<file path="config.mk">
export PLATFORM = sky130hd
export DESIGN_NAME = line_edit_buffer_unit
export DESIGN_NICKNAME = d
export VERILOG_FILES = /design/src/hdl/leb_pkg.sv /design/src/hdl/leb_cell.sv /design/src/hdl/line_edit_buffer_unit.sv
export SDC_FILE = /design/constraint.sdc
export NUM_CORES = 2
export LEC_CHECK = 0
export BUFFER_PORTS_ARGS = -buffer_cell sky130_fd_sc_hd__buf_2
export CAP_MARGIN = 20
export CORE_ASPECT_RATIO = 0.9
export CORE_UTILIZATION = 50
export DETAILED_ROUTE_END_ITERATION = 8
export GPL_TIMING_DRIVEN = 0
export HOLD_SLACK_MARGIN = 0.08
export PLACE_DENSITY_LB_ADDON = 0.05
export SYNTH_ARGS = -nofsm -noshare
export SYNTH_HDL_FRONTEND = slang
export SYNTH_SLANG_ARGS = --single-unit
</file>
<file path="constraint.sdc">
create_clock -name clk -period 4.7 [get_ports clk]
set_input_delay 0.47 -clock clk [delete_from_list [all_inputs] [get_ports clk]]
set_output_delay 0.47 -clock clk [all_outputs]
set_load 0.01 [all_outputs]
</file>
<file path="src/hdl/leb_pkg.sv">
// Package with types and constants of the line edit buffer.
`timescale 1ns / 1ps
package leb_pkg;
  localparam logic [0:0] REG_PROMPT     = 1'b0;
  localparam logic [0:0] REG_COPY_LIMIT = 1'b1;

  localparam logic [2:0] ACT_CHAR  = 3'd0;
  localparam logic [2:0] ACT_LEFT  = 3'd1;
  localparam logic [2:0] ACT_RIGHT = 3'd2;
  localparam logic [2:0] ACT_HOME  = 3'd3;
  localparam logic [2:0] ACT_END   = 3'd4;
  localparam logic [2:0] ACT_DEL   = 3'd5;

  localparam logic [7:0] KEY_LINE_START = 8'd1;
  localparam logic [7:0] KEY_EOF   = 8'd4;
  localparam logic [7:0] KEY_END   = 8'd5;
  localparam logic [7:0] KEY_BS    = 8'd8;
  localparam logic [7:0] KEY_ENTER = 8'd10;
  localparam logic [7:0] KEY_KILLE = 8'd11;
  localparam logic [7:0] KEY_CLEAR = 8'd12;
  localparam logic [7:0] KEY_KILLS = 8'd21;
  localparam logic [7:0] KEY_KILLW = 8'd23;
  localparam logic [7:0] KEY_SPACE = 8'd32;

  localparam logic [1:0] KIND_STATUS = 2'd0;
  localparam logic [1:0] KIND_BYTE   = 2'd1;
  localparam logic [1:0] KIND_EMPTY  = 2'd2;
  localparam logic [1:0] KIND_EOF    = 2'd3;

  localparam logic [2:0] RD_NONE  = 3'd0;
  localparam logic [2:0] RD_MOVE  = 3'd1;
  localparam logic [2:0] RD_ERASE = 3'd2;
  localparam logic [2:0] RD_LINE  = 3'd3;
  localparam logic [2:0] RD_CLEAR = 3'd4;

  // Codes above the visible redraw values mark work still pending inside the block.
  localparam logic [2:0] PEND_EOF    = 3'd5;
  localparam logic [2:0] PEND_SEND   = 3'd6;
  localparam logic [2:0] PEND_INSERT = 3'd7;

  // Operation applied along the selected span of the row of cells.
  typedef enum logic [1:0] {
    SH_HOLD,
    SH_LEFT,
    SH_RIGHT
  } shift_op_t;

  typedef enum logic [2:0] {
    ST_IDLE,
    ST_SHIFT,
    ST_SCAN_SP,
    ST_SCAN_WD,
    ST_SEND,
    ST_REPORT
  } state_t;
endpackage

</file>
<file path="src/hdl/leb_cell.sv">
// One byte cell of the line store: holds, loads or takes a neighbor's byte.
`timescale 1ns / 1ps
module leb_cell (
  input  logic              clk,
  input  leb_pkg::shift_op_t op,
  input  logic              sel,
  input  logic              load,
  input  logic [7:0]        load_byte,
  input  logic [7:0]        from_left,
  input  logic [7:0]        from_right,
  output logic [7:0]        data
);
  import leb_pkg::*;

  always_ff @(posedge clk) begin
    if (load) begin
      data <= load_byte;
    end else if (sel) begin
      case (op)
        SH_LEFT:  data <= from_right;
        SH_RIGHT: data <= from_left;
        default:  data <= data;
      endcase
    end
  end
endmodule

</file>
<file path="src/hdl/line_edit_buffer_unit.sv">
// Line edit buffer: key events edit a row of byte cells; Enter streams out the line.
// Edits shift the span one position per shift step; kill word first scans back over
// spaces, then the word. Enter sends from cell zero, shifting the row after each byte;
// a stalled result holds it. The next item waits until the last result is registered.
// Reset (rst, synchronous) clears state, length, cursor, out_valid and prompt length,
// and sets the copy limit to 64; the store is not cleared.
`timescale 1ns / 1ps
module line_edit_buffer_unit #(
  parameter int LINE_CAPACITY = 64
) (
  input  logic       clk,
  input  logic       rst,
  input  logic       cfg_write,
  input  logic [0:0] cfg_index,
  input  logic [7:0] cfg_data,
  input  logic       in_valid,
  output logic       in_stall,
  input  logic [2:0] action,
  input  logic [7:0] key_byte,
  output logic       out_valid,
  input  logic       out_stall,
  output logic [1:0] kind,
  output logic [7:0] line_byte,
  output logic [5:0] cursor,
  output logic [5:0] length,
  output logic [8:0] column,
  output logic [2:0] redraw,
  output logic       last
);
  import leb_pkg::*;

  localparam int AW = $clog2(LINE_CAPACITY);
  localparam int LW = $clog2(LINE_CAPACITY + 1);

  logic [7:0]    prompt_length;
  logic [6:0]    copy_limit;
  logic [LW-1:0] text_length, text_length_next;
  logic [LW-1:0] cursor_position, cursor_position_next;
  state_t        state, state_next;

  // Shift bookkeeping: span [lo, hi) moves, cnt steps remaining.
  logic [LW-1:0] lo, lo_next, hi, hi_next, cnt, cnt_next;
  logic [LW-1:0] pos, pos_next;
  logic [LW-1:0] send_n, send_n_next;
  logic [2:0]    pend_redraw, pend_redraw_next;
  shift_op_t     op, op_next;
  logic [7:0]    ins_byte, ins_byte_next;

  logic [7:0] cells [LINE_CAPACITY];
  logic       load;
  logic [AW-1:0] load_idx;
  logic [7:0] load_byte;
  logic [7:0] head_byte;

  // Output register.
  logic       o_valid, o_valid_next;
  logic [1:0] o_kind, o_kind_next;
  logic [7:0] o_byte, o_byte_next;
  logic [2:0] o_redraw, o_redraw_next;
  logic       o_last, o_last_next;
  logic [LW-1:0] o_cur, o_cur_next, o_len, o_len_next;

  logic       can_emit;
  logic [6:0] cut;
  logic [7:0] scan_byte;

  assign can_emit = !o_valid || !out_stall;
  assign cut = (copy_limit == 7'd0) ? 7'd0 : copy_limit - 7'd1;
  assign head_byte = cells[0];

  genvar g;
  generate
    for (g = 0; g < LINE_CAPACITY; g++) begin : g_cell
      logic sel;
      logic [7:0] fl, fr;
      assign sel = (LW'(g) >= lo) && (LW'(g) < hi);
      if (g == 0) begin : g_l
        assign fl = cells[0];
      end else begin : g_lm
        assign fl = cells[g-1];
      end
      if (g == LINE_CAPACITY - 1) begin : g_r
        assign fr = cells[g];
      end else begin : g_rm
        assign fr = cells[g+1];
      end
      leb_cell u_cell (
        .clk(clk), .op(op), .sel(sel && (state == ST_SHIFT)),
        .load(load && (load_idx == AW'(g))), .load_byte(load_byte),
        .from_left(fl), .from_right(fr), .data(cells[g])
      );
    end
  endgenerate

  always_ff @(posedge clk) begin
    if (rst) begin
      prompt_length <= 8'd0;
      copy_limit    <= 7'd64;
    end else if (cfg_write) begin
      if (cfg_index == REG_PROMPT) prompt_length <= cfg_data;
      else copy_limit <= cfg_data[6:0];
    end
  end

  always_ff @(posedge clk) begin
    if (rst) begin
      state <= ST_IDLE;
      text_length <= '0;
      cursor_position <= '0;
      o_valid <= 1'b0;
    end else begin
      state <= state_next;
      text_length <= text_length_next;
      cursor_position <= cursor_position_next;
      o_valid <= o_valid_next;
    end
  end

  always_ff @(posedge clk) begin
    lo <= lo_next; hi <= hi_next; cnt <= cnt_next; pos <= pos_next;
    send_n <= send_n_next; pend_redraw <= pend_redraw_next; op <= op_next;
    ins_byte <= ins_byte_next;
    o_kind <= o_kind_next; o_byte <= o_byte_next; o_redraw <= o_redraw_next;
    o_last <= o_last_next; o_cur <= o_cur_next; o_len <= o_len_next;
    // The word scan reads the byte just left of the next scan position.
    scan_byte <= cells[AW'(pos_next - LW'(1))];
  end

  always_comb begin
    state_next = state;
    text_length_next = text_length;
    cursor_position_next = cursor_position;
    lo_next = lo; hi_next = hi; cnt_next = cnt; pos_next = pos;
    send_n_next = send_n; pend_redraw_next = pend_redraw; op_next = op;
    ins_byte_next = ins_byte;
    o_valid_next = o_valid && out_stall;
    o_kind_next = o_kind; o_byte_next = o_byte; o_redraw_next = o_redraw;
    o_last_next = o_last; o_cur_next = o_cur; o_len_next = o_len;
    load = 1'b0; load_idx = '0; load_byte = key_byte;
    in_stall = 1'b1;
    case (state)
      ST_IDLE: begin
        in_stall = 1'b0;
        if (in_valid) begin
          state_next = ST_REPORT;
          pend_redraw_next = RD_NONE;
          case (action)
            ACT_LEFT: if (cursor_position != '0) begin
              cursor_position_next = cursor_position - LW'(1);
              pend_redraw_next = RD_MOVE;
            end
            ACT_RIGHT: if (cursor_position < text_length) begin
              cursor_position_next = cursor_position + LW'(1);
              pend_redraw_next = RD_MOVE;
            end
            ACT_HOME: begin
              cursor_position_next = '0; pend_redraw_next = RD_MOVE;
            end
            ACT_END: begin
              cursor_position_next = text_length; pend_redraw_next = RD_MOVE;
            end
            ACT_DEL: if (cursor_position < text_length) begin
              // Close the gap: bytes above the cursor move down by one.
              lo_next = cursor_position; hi_next = text_length - LW'(1);
              cnt_next = LW'(1); op_next = SH_LEFT;
              text_length_next = text_length - LW'(1);
              pend_redraw_next = RD_LINE; state_next = ST_SHIFT;
            end
            ACT_CHAR: begin
              case (key_byte)
                KEY_ENTER: begin
                  send_n_next = (int'(text_length) > int'(cut)) ? LW'(cut) : text_length;
                  text_length_next = '0; cursor_position_next = '0;
                  state_next = ST_SEND;
                end
                KEY_EOF: if (text_length == '0) begin
                  state_next = ST_SEND; send_n_next = '0;
                  pend_redraw_next = PEND_EOF;
                end
                KEY_LINE_START: begin
                  cursor_position_next = '0; pend_redraw_next = RD_MOVE;
                end
                KEY_END: begin
                  cursor_position_next = text_length; pend_redraw_next = RD_MOVE;
                end
                KEY_KILLE: begin
                  text_length_next = cursor_position; pend_redraw_next = RD_ERASE;
                end
                KEY_CLEAR: pend_redraw_next = RD_CLEAR;
                KEY_KILLS: if (cursor_position != '0) begin
                  lo_next = '0; hi_next = text_length - LW'(1);
                  cnt_next = cursor_position; op_next = SH_LEFT;
                  text_length_next = text_length - cursor_position;
                  cursor_position_next = '0;
                  pend_redraw_next = RD_LINE; state_next = ST_SHIFT;
                end
                KEY_KILLW: if (cursor_position != '0) begin
                  pos_next = cursor_position; state_next = ST_SCAN_SP;
                end
                KEY_BS: if (cursor_position != '0) begin
                  lo_next = cursor_position - LW'(1); hi_next = text_length - LW'(1);
                  cnt_next = LW'(1); op_next = SH_LEFT;
                  text_length_next = text_length - LW'(1);
                  cursor_position_next = cursor_position - LW'(1);
                  pend_redraw_next = RD_LINE; state_next = ST_SHIFT;
                end
                default: begin
                  if (key_byte >= KEY_SPACE && !key_byte[7]
                      && (text_length + LW'(1) < LW'(LINE_CAPACITY))) begin
                    // Open a gap with one right shift and load the byte at the same edge.
                    lo_next = cursor_position + LW'(1); hi_next = text_length + LW'(1);
                    cnt_next = LW'(1); op_next = SH_RIGHT;
                    pos_next = cursor_position;
                    ins_byte_next = key_byte;
                    text_length_next = text_length + LW'(1);
                    cursor_position_next = cursor_position + LW'(1);
                    pend_redraw_next = PEND_INSERT;
                    state_next = ST_SHIFT;
                  end
                end
              endcase
            end
            default: ;
          endcase
        end
      end
      ST_SCAN_SP: begin
        if (pos != '0 && scan_byte == KEY_SPACE) pos_next = pos - LW'(1);
        else state_next = ST_SCAN_WD;
      end
      ST_SCAN_WD: begin
        if (pos != '0 && scan_byte != KEY_SPACE) pos_next = pos - LW'(1);
        else begin
          lo_next = pos; hi_next = text_length - LW'(1);
          cnt_next = cursor_position - pos; op_next = SH_LEFT;
          text_length_next = text_length - (cursor_position - pos);
          cursor_position_next = pos;
          pend_redraw_next = RD_LINE;
          state_next = (cursor_position == pos) ? ST_REPORT : ST_SHIFT;
        end
      end
      ST_SHIFT: begin
        cnt_next = cnt - LW'(1);
        if (cnt == LW'(1)) begin
          state_next = ST_REPORT;
          if (pend_redraw == PEND_INSERT) begin
            // The cell at the old cursor sits below the moving span.
            load = 1'b1; load_idx = AW'(pos); load_byte = ins_byte;
            pend_redraw_next = RD_LINE;
          end
        end
      end
      ST_SEND: begin
        if (can_emit) begin
          o_valid_next = 1'b1; o_cur_next = '0; o_len_next = '0;
          o_redraw_next = RD_NONE; o_byte_next = 8'd0;
          if (pend_redraw == PEND_EOF) begin
            o_kind_next = KIND_EOF; o_last_next = 1'b1; o_cur_next = cursor_position;
            state_next = ST_IDLE;
          end else if (send_n == '0) begin
            o_kind_next = KIND_EMPTY; o_last_next = 1'b1; state_next = ST_IDLE;
          end else begin
            o_kind_next = KIND_BYTE; o_byte_next = head_byte;
            o_last_next = (send_n == LW'(1));
            send_n_next = send_n - LW'(1);
            // Shift the row down so the next byte reaches cell zero.
            lo_next = '0; hi_next = LW'(LINE_CAPACITY - 1); cnt_next = LW'(1);
            op_next = SH_LEFT;
            state_next = (send_n == LW'(1)) ? ST_IDLE : ST_SHIFT;
            pend_redraw_next = PEND_SEND;
          end
        end
      end
      ST_REPORT: begin
        if (pend_redraw == PEND_SEND) begin
          state_next = ST_SEND;
        end else if (can_emit) begin
          o_valid_next = 1'b1; o_kind_next = KIND_STATUS; o_byte_next = 8'd0;
          o_redraw_next = pend_redraw; o_last_next = 1'b1;
          o_cur_next = cursor_position; o_len_next = text_length;
          state_next = ST_IDLE;
        end
      end
      default: state_next = ST_IDLE;
    endcase
    // During a line send the shift step returns to sending.
    if (state == ST_SHIFT && pend_redraw == PEND_SEND) state_next = ST_SEND;
  end

  assign out_valid = o_valid;
  assign kind = o_kind;
  assign line_byte = o_byte;
  assign cursor = o_cur[5:0];
  assign length = o_len[5:0];
  assign column = 9'(prompt_length) + 9'(o_cur);
  assign redraw = o_redraw;
  assign last = o_last;
endmodule

</file>
# == Word-level counts from Yosys, hierarchy flattened ==
# Index checks and enable logic that the tools add are counted.
# word_totals
ff_bits,628
latchBits,0
ramBits,0
mem_bits_ro,0
in_bits,25
output_inout_bits,37
word_cells,1143
mem_count,0
# op_classes
add_sub_neg,13
multipliers,0
div_mod_pow,0
n_lt_le_gt_ge,133
eq_ne,126
n_shift,0
n_mux,350
n_bitwise,3
reduce_logical,432
# op_table
op,count
two-way mux 8 bit,140
case mux 8 bit (2 select lines),63
two-way mux 7 bit,50
>= comparator 6 x 7 -> 1 bit (first input constant),32
< comparator 6 x 7 -> 1 bit (first input constant),32
logical AND 1 bit,198
equality test 6 bit (second input constant),32
nonzero test 3 bit,63
case mux 7 bit (2 select lines),11
nonzero test 2 bit,69
AND reduction 2 bit,66
>= comparator 5 x 7 -> 1 bit (first input constant),16
< comparator 5 x 7 -> 1 bit (first input constant),16
case mux 7 bit (3 select lines),5
case mux 7 bit (5 select lines),3
equality test 6 x 5 -> 1 bit (second input constant),16
two-way mux 3 bit,24
>= comparator 4 x 7 -> 1 bit (first input constant),8
< comparator 4 x 7 -> 1 bit (first input constant),8
binary-select mux 8 bit (select 6 bit),1
equality test 6 x 4 -> 1 bit (second input constant),8
subtractor 7 x 1 -> 7 bit (second input constant),6
two-way mux 6 bit,6
case mux 3 bit (6 select lines),2
other kinds (71),182

# == Longest topological paths before layout ==
# depth
word_depth,13
depth_mapped,24
mapped_depth_nobuf,17

# == Hierarchy ==
# From an unflattened synthesis, not the netlist that was laid out.
# hier_totals
cells_unflattened,4881
area_unflattened_um2,52790.6
# by_module_without_submodules
module,n_inst,cells_each,area_per_inst_um2,seq_area_each_um2
leb_cell,64,47,585.6,240.2
line_edit_buffer_unit,1,1873,15314.7,3012.9

# == Worst setup path after synthesis ==
# Ideal clock, no wire load.
# synth_path
kind,reg2reg
from,reg cursor_position[0]
to,reg scan_byte[6]
setup_time_ns,0.125
arrival_ns,5.048
required_ns,4.575
setup_slack_ns,-0.473
path_stages_with_launch,24
n_path_buf,8
synth_period_minus_slack_ns,5.173
cell_sequence,dfxtp_1 > clkbuf_1 > inv_1 > ha_1 > nor2b_1 > a31o_2 > nand2_1 > o2111ai_4 > a2111oi_4 > o21ai_4 > inv_2 > buf_6 > buf_6 > buf_4 > ha_1 > clkbuf_1 > buf_1 > clkbuf_1 > clkbuf_1 > mux4_2 > mux2i_1 > a21oi_1 > a21oi_1 > a22oi_1
# synth_via
elab_chain_len,11
# synth_lines
item,line_no,text
"start, declared",line_edit_buffer_unit.sv:38,"logic [LW-1:0] cursor_position, cursor_position_next;"
"start signal, assigned",line_edit_buffer_unit.sv:114,cursor_position <= cursor_position_next;
nonzero test 7 bit,line_edit_buffer_unit.sv:197,KEY_KILLW: if (cursor_position != '0) begin
two-way mux 7 bit,line_edit_buffer_unit.sv:197,
case mux 7 bit (2 select lines) *,line_edit_buffer_unit.sv:170,case (key_byte)
two-way mux 7 bit *,line_edit_buffer_unit.sv:147,case (action)
two-way mux 7 bit *,line_edit_buffer_unit.sv:144,if (in_valid) begin
case mux 7 bit (3 select lines) *,line_edit_buffer_unit.sv:141,case (state)
named net pos_next[0],line_edit_buffer_unit.sv:43,"logic [LW-1:0] pos, pos_next;"
subtractor 6 x 1 -> 6 bit *,line_edit_buffer_unit.sv:126,scan_byte <= cells[AW'(pos_next - LW'(1))];
inverter 6 -> 7 bit (not written as such) *,line_edit_buffer_unit.sv:126,
binary-select mux 8 bit (select 6 bit) *,line_edit_buffer_unit.sv:126,
two-way mux 8 bit (not written as such) * (2 in a row),line_edit_buffer_unit.sv:126,
"end signal, assigned",line_edit_buffer_unit.sv:126,
"end, declared",line_edit_buffer_unit.sv:65,logic [7:0] scan_byte;
# Mark *: on every way through the listed nets, which the timed path passes. The rest lies on a longest branch. The select of a mux whose other input is x is not followed.
# A chain may end at the register's enable or synchronous reset.

# == Worst setup path in the final report ==
# layout_path
from,reg cnt[4]
to,"reg g_cell[21].u_cell.data[7], enable pin"
# layout_via
elab_chain_len,7
# layout_lines
item,line_no,text
"start, declared",line_edit_buffer_unit.sv:42,"logic [LW-1:0] lo, lo_next, hi, hi_next, cnt, cnt_next;"
"start signal, assigned",line_edit_buffer_unit.sv:120,lo <= lo_next; hi <= hi_next; cnt <= cnt_next; pos <= pos_next;
equality test 7 x 1 -> 1 bit *,line_edit_buffer_unit.sv:244,if (cnt == LW'(1)) begin
two-way mux 6 bit,line_edit_buffer_unit.sv:244,
two-way mux 6 bit,line_edit_buffer_unit.sv:141,
equality test 6 x 5 -> 1 bit,line_edit_buffer_unit.sv:89,".load(load && (load_idx == AW'(g))), .load_byte(load_byte),"
logical AND 1 bit *,line_edit_buffer_unit.sv:89,
nonzero test 3 bit (no source line) or nonzero test 2 bit (tied branches),n/a,
AND reduction 2 bit (no source line) *,n/a,
"end signal, assigned",leb_cell.sv:20,SH_LEFT: data <= from_right;
"end signal, assigned",leb_cell.sv:21,SH_RIGHT: data <= from_left;
"end signal, assigned",leb_cell.sv:22,default: data <= data;
"end, declared",leb_cell.sv:11,output logic [7:0] data
# Every way passes the cells marked *; elsewhere a longest branch is shown, timed or not.

==> flow_metrics.tcl <==
set metrics [dict create \
    min_path_type "input pin to flop" \
    ctsRootBufferMaster "clkbuf_16" \
    final_core_util_pct 59.8 \
    fill_cells 6791 \
    antenna_found_initial 20 \
    path_class "flop to flop" \
    syn_avg_cell_area_um2 10.3 \
    grt_pass1_wl_um 293000 \
    finalInstanceArea_um2 47600 \
    slew_viol_final 0 \
    place_area_um2 43500 \
    rsz0062_at_grt "true" \
    crit_fanout 10 \
    numPortBuffers 57 \
    synth_flop_cell "edfxtp_1" \
    drt_iter0_markers 7840 \
    synth-seq-cells 628 \
    grt_usage_pct 52.3 \
    synth_nets 3974 \
    setup_ws_ns -0.336 \
    grt_pass1_vias 35600 \
    rows 98 \
    period_needed_ns 5.04 \
    status "finished, violations left" \
    cellLeakagePower_nw 15.9 \
    async_flop_share_pct 0 \
    stdcell_count 5348 \
    maxCapViolCount 0 \
    cts_max_path_buffers 3 \
    required_ns 4.98 \
    synth_edf_count 581 \
    violations "setup timing" \
    dp.final_hpwl_um 163000 \
    start_util_pct 50.6 \
    layout-area-overhead-vs-synth_pct 18.1 \
    cts_sinks 628 \
    start_kind "flop" \
    die_w_um 301 \
    io_pins 62 \
    place_congestion 1.10 \
    finalClockSkew_ns 0.0312 \
    cp.arrival_ns 5.32 \
    synthCells 3897 \
    powerDensity_nw_per_um2 606 \
    ir_worst_vdd_uv 425 \
    synth_seq_area_share_pct 45.6 \
    vias_per_cell 7.49 \
    coreArea_um2 79600 \
    grt_max_degree 20 \
    htreeDepth 3 \
    ys_warn_count 0 \
    final_common_cell "edfxtp_1" \
    final_nets 4294 \
    die_area_um2 81700 \
    drive_gt1_share_pct 17.6 \
    hold_violations 0 \
    synth_cell_types 89 \
    cts_inserted_buffers 72 \
    fmaxAchievable_ghz 0.199 \
    tightest_slew_ns 1.40 \
    fp.dieH_um 271 \
    via_count 40100 \
    setup_viol 127 \
    finalWirelength_um 218000 \
    first_pass_iters 8 \
    mostFrequentLayoutCells "581 x edfxtp_1, 483 x a21oi_1, 294 x nor2_1" \
    grt.overflow.total 0 \
    crit_path_end_kind "flop" \
    syn_area_um2 40300 \
    drc_errors 0 \
    holdWs_ns 0.103 \
    cts_tree "built" \
    dp_cells 5115 \
    max_slew_margin_pct 3.94 \
    ant_nets 0 \
    wl_per_cell_um 40.8 \
    worstSkewPairLatency_ns 0.67 \
    clk_pin_slew_worst_paths_ns 0.06 \
    period_share_pct 107 \
]
sequential cells by signal, summed over array words and instances (netlist names), 8 cells and up:
signal              cells
prompt_length           8
scan_byte               8
g_cell.u_cell.data    512
line_byte               8
ins_byte                8
cell type report:
class	instances	area (µm²)	area share, %
diodes	26	65.1	0.137
plain buffers	330	1780	3.75
clock buffers	99	2000	4.19
clock inverters	30	287	0.602
inverters	65	267	0.560
multi-input cells	2869	20900	43.9
flip-flops and latches	628	18400	38.7
well taps	1050	1310	2.76
repair buffers	251	2550	5.37
path summary, 6_finish.rpt:
check                      from                         to  slack [ns]  cells past startpoint
hold / removal      cfg_data[3]           prompt_length[3]        0.10                      3
hold reg to reg   copy_limit[1]              copy_limit[1]        0.48                      2
setup / recovery         cnt[4]  g_cell[21].u_cell.data[7]       -0.34                      9
setup reg to reg         cnt[4]  g_cell[21].u_cell.data[7]       -0.34                      9
synth_stat cells (all sizes together), types with 4 or more instances:
cell type	n	area share, %
nand2b	17	0.30
nor2	316	3.0
ha	48	1.5
o22ai	56	0.87
o2111ai	6	0.17
nand3	51	0.63
o21bai	20	0.37
mux4	141	7.9
fa	4	0.20
a21oi	492	6.2
a221oi	6	0.13
and2	14	0.22
buf	47	0.86
nor2b	266	4.1
a21o	15	0.28
or3	9	0.14
o221a	8	0.22
mux2i	279	6.9
a311oi	4	0.087
and3	13	0.21
xnor2	42	0.96
mux2	32	0.89
o221ai	13	0.28
nand4	6	0.093
o31ai	7	0.13
a22oi	6	0.11
a31oi	14	0.22
nand2	303	2.8
o21ai	227	2.8
inv	63	0.59
edfxtp	581	43
or2	7	0.11
nor4	23	0.45
o311ai	4	0.087
o21a	5	0.093
or4	4	0.075
nor3b	5	0.11
xor2	19	0.41
clkbuf	288	2.7
nor3	63	0.81
o211ai	12	0.22
a221o	4	0.099
a211oi	269	5.0
dfxtp	47	2.3
where the power goes:
part / total, W / internal [W] / leakage (nW) / switching (W)
clock: 0.00576 / 0.00325 / 1.12 / 0.00251
sequential: 0.00780 / 0.00717 / 5.66 / 0.000626
combinational: 0.0153 / 0.00550 / 9.15 / 0.00980
critical path, cell delays in order, from the launching register on:
cell	delay (ns)
edfxtp_1	0.44
nor4_1	0.43
nand3b_1	0.23
or3_1	0.41
clkbuf_1	0.39
nor3_1	0.57
nand2_1	0.62
nor2_4	0.54
clkbuf_1	0.58
o21bai_2	0.43
metal layers:
layer,global-route usage [%],wire length [µm],part of all wire [%]
met3,27.7,41100,19
met5,1.68,396,0.18
met4,32.0,17200,7.9
met1,69.2,78400,36
met2,65.9,81200,37
kinds of logic (layout without fill, tap and decap cells):
kind of cell / after synthesis / in the layout / share of synthesized area, %
other cells: 0 / 26 / 0
fa+ha+maj: 52 / 52 / 1.69
mux: 452 / 452 / 15.7
compound gates: 1198 / 1198 / 18.1
simple gates: 1106 / 1106 / 13.3
flops: 628 / 628 / 45.6
xor+xnor: 61 / 61 / 1.37
buf+inv: 400 / 775 / 4.15
repair_timing:
item	in CTS	in global routing
gates resized for setup	164	91
setup endpoints to repair	181	291
hold buffers	7	0
endpoints found under the hold margin	7	0
pin swaps	22	22
buffers inserted	35	27
cloned	1	1
stage by stage:
stage / worst slack [ns] / setup TNS [ns] / power, W
2_1_floorplan: 0.0490 / 0 / 0.0150
3_3_place_gp: -4.19 / -116.34 / 0.0202
3_5_place_dp: -3.97 / -51.00 / 0.0206
4_1_cts: -0.204 / -1.82 / 0.0272
5_1_grt: -0.239 / -12.93 / 0.0289
6_report: -0.336 / -16.77 / 0.0289
No activity file was read; power rests on OpenSTA's default activity.
